### src/hw/rtl/dqe_pkg.sv
// Shared types and codes of the double-ended queue.
package dqe_pkg;

	localparam logic [1:0] KIND_PUSH_FRONT = 2'd0;
	localparam logic [1:0] KIND_PUSH_BACK  = 2'd1;
	localparam logic [1:0] KIND_POP_FRONT  = 2'd2;
	localparam logic [1:0] KIND_POP_BACK   = 2'd3;

	localparam logic [1:0] STATUS_DONE  = 2'd0;
	localparam logic [1:0] STATUS_EMPTY = 2'd1;
	localparam logic [1:0] STATUS_FULL  = 2'd2;

	typedef logic signed [31:0] dqe_word_t;

	// Per-cycle command broadcast to every cell of one chain.
	typedef struct packed {
		logic      push_head;
		logic      pop_head;
		logic      push_tail;
		dqe_word_t wdata;
	} dqe_cell_ctl_t;

endpackage

### src/hw/rtl/dqe_cell.sv
// One storage cell of a deque chain.
module dqe_cell import dqe_pkg::*; #(
	parameter int IDX = 0,
	parameter int CW  = 7
) (
	input  logic          clk,
	input  dqe_cell_ctl_t ctl,
	input  logic [CW-1:0] tail,
	input  dqe_word_t     prev_d,
	input  dqe_word_t     next_d,
	output dqe_word_t     d
);

	localparam logic [CW-1:0] SLOT = CW'(IDX);

	dqe_word_t d_q;

	// Shift away from the head, shift towards it, or take a write at the tail slot.
	always_ff @(posedge clk) begin
		if (ctl.push_head) begin
			d_q <= prev_d;
		end else if (ctl.pop_head) begin
			d_q <= next_d;
		end else if (ctl.push_tail && (tail == SLOT)) begin
			d_q <= ctl.wdata;
		end
	end

	assign d = d_q;

endmodule

### src/hw/rtl/dqe_chain.sv
// Row of cells holding the deque in order from a fixed head cell.
module dqe_chain import dqe_pkg::*; #(
	parameter int DEPTH = 64,
	parameter int CW    = 7
) (
	input  logic          clk,
	input  dqe_cell_ctl_t ctl,
	input  logic [CW-1:0] tail,
	output dqe_word_t     head
);

	dqe_word_t cell_d [DEPTH];
	dqe_word_t prev_d [DEPTH];
	dqe_word_t next_d [DEPTH];

	for (genvar g = 0; g < DEPTH; g++) begin : g_cell
		if (g == 0) begin : g_first
			assign prev_d[g] = ctl.wdata;
		end else begin : g_inner_prev
			assign prev_d[g] = cell_d[g-1];
		end

		if (g == DEPTH - 1) begin : g_last
			assign next_d[g] = cell_d[g];
		end else begin : g_inner_next
			assign next_d[g] = cell_d[g+1];
		end

		dqe_cell #(
			.IDX (g),
			.CW  (CW)
		) u_cell (
			.clk    (clk),
			.ctl    (ctl),
			.tail   (tail),
			.prev_d (prev_d[g]),
			.next_d (next_d[g]),
			.d      (cell_d[g])
		);
	end

	assign head = cell_d[0];

endmodule

### config.mk
export PLATFORM = sky130hd
export DESIGN_NAME = dqe_chain
export DESIGN_NICKNAME = d
export VERILOG_FILES = /design/src/hw/rtl/dqe_pkg.sv /design/src/hw/rtl/dqe_cell.sv /design/src/hw/rtl/dqe_chain.sv
export SDC_FILE = /design/constraint.sdc
export NUM_CORES = 2
export LEC_CHECK = 0
export BUFFER_PORTS_ARGS = -buffer_cell sky130_fd_sc_hd__buf_2
export CORE_MARGIN = 5
export CORE_UTILIZATION = 45
export DETAILED_ROUTE_END_ITERATION = 10
export PLACE_DENSITY_LB_ADDON = 0.3
export SLEW_MARGIN = 20
export SYNTH_ARGS = -nofsm -noshare
export SYNTH_HDL_FRONTEND = slang
export SYNTH_SLANG_ARGS = --single-unit
### constraint.sdc
create_clock -name clk -period 5.6 [get_ports clk]
set_input_delay 0.56 -clock clk [delete_from_list [all_inputs] [get_ports clk]]
set_output_delay 0.56 -clock clk [all_outputs]
set_load 0.02 [all_outputs]
==> reports/metrics.cfg <==
[outcome]
run_status = finished, final reports clean

[critical_path]
worst_setup_path_end_kind = flip-flop
crit_end = g_cell[29].u_cell.d[10]
worstRegToRegCells = 2
timing.rr.start = g_cell[10].u_cell.d[12]
slowest_delay_ns = 1.19
critical_path.top_delay_family = compound AO/OA/AOI/OAI gates
cp.depth = 4
path_cells = buf_2, nand4bb_2, o21ai_4, buf_4
cp_max_fo = 27
critPathLaunch = tail[6]
reg2reg_to = g_cell[9].u_cell.d[12]
arrival_ns = 3.08
reg2reg_slack_ns = 4.45
critical_path_buf_inv_count = 2
slowest_stage = o21ai_4
cp_data_required_time_ns = 6.15
critPathLaunchType = input port
worstSetupPathType = in -> reg

[clock_tree]
cts_setup_buffers = 0
clkLatencyLatePin_ns = 0.87
cts_max_level = 4
cts_buffer_depth = 3
cts_num_sinks = 2048
cts_buffers = 212
cts_tree = yes
clk_pin_slew_worst_paths_ns = 0.06
cts-resized-gates = 0
cts-hold-fix-buffers = 0
cts-root-buf = clkbuf_16

[sta]
worst_slack_ns = 3.07
setup_tns_ns = 0
fmax_mhz = 395
period_share_pct = 45.3
rsz0062_at_grt = no
fin_worst_skew_ns = 0.0350
min_period_ns = 2.53
maxSlewViolCount = 0
relSlewSlack_pct = 15.2
tightestPinTransition_ns = 1.27
finalSetupViolCount = 0
hold_violations = 0

[synthesis]
ys_ff_latch = 2048
synth_area_um2 = 106000
synth_edf_count = 2048
yosysSeqAreaShare_pct = 58.3
synth_cell_types = 25
ys_warn_count = 0
syn_avg_cell_area_um2 = 11.6
synth_fp_nets = 9135
syn_inst = 9092
async_flop_share_pct = 0
synth_top_cell_area_share_pct = 58.3
synth_area_leaders = edfxtp_1 58%, mux2i_1 19%, nand2_1 7.1%
yosys.area.top_type = edfxtp_1
ys.flop_type = edfxtp_1

[route]
ant_nets = 0
drtIter0Drc = 7570
vias = 67682
drt_wl_total_um = 257000
drc = 0
avgViaCountPerCell = 5.68
dr.pass1.iters = 6
post_drt_wl_per_cell_um = 21.5

[die]
num_rows = 177
fp.dieW_um = 494
io_pins = 75
initial_core_util_pct = 45.3
die_area_um2 = 244000
die_y_um = 494
core_area_um2 = 233000

[layout]
largest_reg_flops = 2048
stdcell_count = 11914
area_growth_pct = 8.13
fillCellCount = 20756
multi_input_area_um2 = 39200
drive_gt1_share_pct = 7.35
num-nets-final = 8654
seq_area_um2 = 61500

[pwr]
powerDensity_nw_per_um2 = 340
worst_ir_drop_vdd_mv = 0.527
report.power.total_mw = 38.8
leakage_nw = 44.9

[global_routing]
grt.overflow.total = 0
grt_max_degree = 281
antenna_found_initial = 1
grt.total_usage_pct = 20.4
grt_pass1_wl_um = 401000
grt_pass1_vias = 66608

[hold_path]
hold_class = in -> reg

[placement]
portBuffers = 74
dp_slack_ns = 2.14
place_hpwl_um = 163000
dp_cells = 11518
place_congestion = 0.799

[job]
max-cap-violations = 0

synth_stat cells, types with 2 or more instances:
cell,number
o21ai_1,657
nand2_1,1984
nand4b_1,5
nand4bb_1,8
o21ai_0,1390
buf_6,111
mux2_1,2
buf_2,141
buf_8,10
mux2_4,10
or4b_2,3
buf_1,18
edfxtp_1,2048
mux2i_1,1984
buf_4,230
clkbuf_1,430
mux2_2,52
or4b_1,2
layout by cell type, fill, tap and decap left out:
cell        Yosys  final
edfxtp_1     2048   2048
mux2i_1      1984   1984
nand2_1      1984   1984
o21ai_0      1390   1340
o21ai_1       657    644
clkbuf_16       0    215
buf_4         230     92
buf_2         141     69
clkinv_1        0     67
o21ai_4         0     59
mux2_2         52     52
clkbuf_1      430     50
buf_12          1     43
buf_16          0     40
clkinv_2        0     23
mux2_4         10     10
bufinv_16       0      8
nand4bb_1       8      6
inv_6           0      6
nand4b_1        5      5
or4b_2          3      4
o21ai_2         0      4
clkinv_8        0      4
clkinvlp_4      0      4
diode_2         0      3
clkinv_16       0      3
mux2_1          2      2
nand4bb_2       0      2
inv_16          0      2
buf_8          10      2
nor2b_4         0      1
or4_1           1      1
nor2_4          1      1
or4b_1          2      1
nand4_1         1      1
inv_1           1      1
o31ai_4         0      1
per-layer routing:
metal	global-route usage (%)	routed length, µm
met1	30.6	121000
met2	30.1	112000
met3	3.04	15800
met4	7.00	8340
met5	0	0
where the power goes:
group	leakage [nW]	switching [mW]	internal (mW)	total (mW)
combinational	20.3	2.82	1.79	4.61
sequential	21.5	1.25	19.4	20.7
clock	3.13	6.07	7.39	13.5
total	44.9	10.1	28.6	38.8
through the flow:
step / util, % / cell area (µm²) / hold WS (ns)
after floorplan: - / 106000 / 0.519
after global routing: 49.0 / 114000 / 0.133
after CTS: 48.9 / 114000 / 0.108
after detailed placement: 46.1 / 107000 / 0.542
after global placement: 45.7 / 107000 / 0.534
final: 49.0 / 114000 / 0.180
how the worst min path moves through the flow:
stage	cells past startpoint	startpoint	slack, ns	end
after CTS	2	ctl[0]	0.11	g_cell[0].u_cell.d[0]
after detailed placement	2	g_cell[5].u_cell.d[24]	0.54	g_cell[6].u_cell.d[24]
after global routing	2	ctl[0]	0.13	g_cell[0].u_cell.d[0]
after floorplan	2	g_cell[1].u_cell.d[31]	0.52	g_cell[2].u_cell.d[31]
after global placement	2	g_cell[27].u_cell.d[24]	0.53	g_cell[28].u_cell.d[24]
final	2	ctl[0]	0.18	g_cell[0].u_cell.d[0]
area by class of cell:
class / count / share of cell area (%)
tap: 3132 / 3.43
timing repair buffer: 246 / 2.65
inverter: 1 / 0.00329
antenna: 3 / 0.00658
clock inverter: 117 / 0.775
multi-input combinational: 6102 / 34.4
clock buffer: 265 / 4.88
sequential: 2048 / 53.9
cells by family after synthesis:
| kind of cell | after synthesis | share of synthesized area, % |
|---|---|---|
| flip-flops | 2048 | 58.3 |
| buffers and inverters | 942 | 5.25 |
| multiplexers | 2048 | 19.5 |
| AND/OR/NAND/NOR | 2006 | 7.26 |
| AO/OA/AOI/OAI | 2048 | 9.71 |
Note: power is estimated with default switching activity, not from simulation.
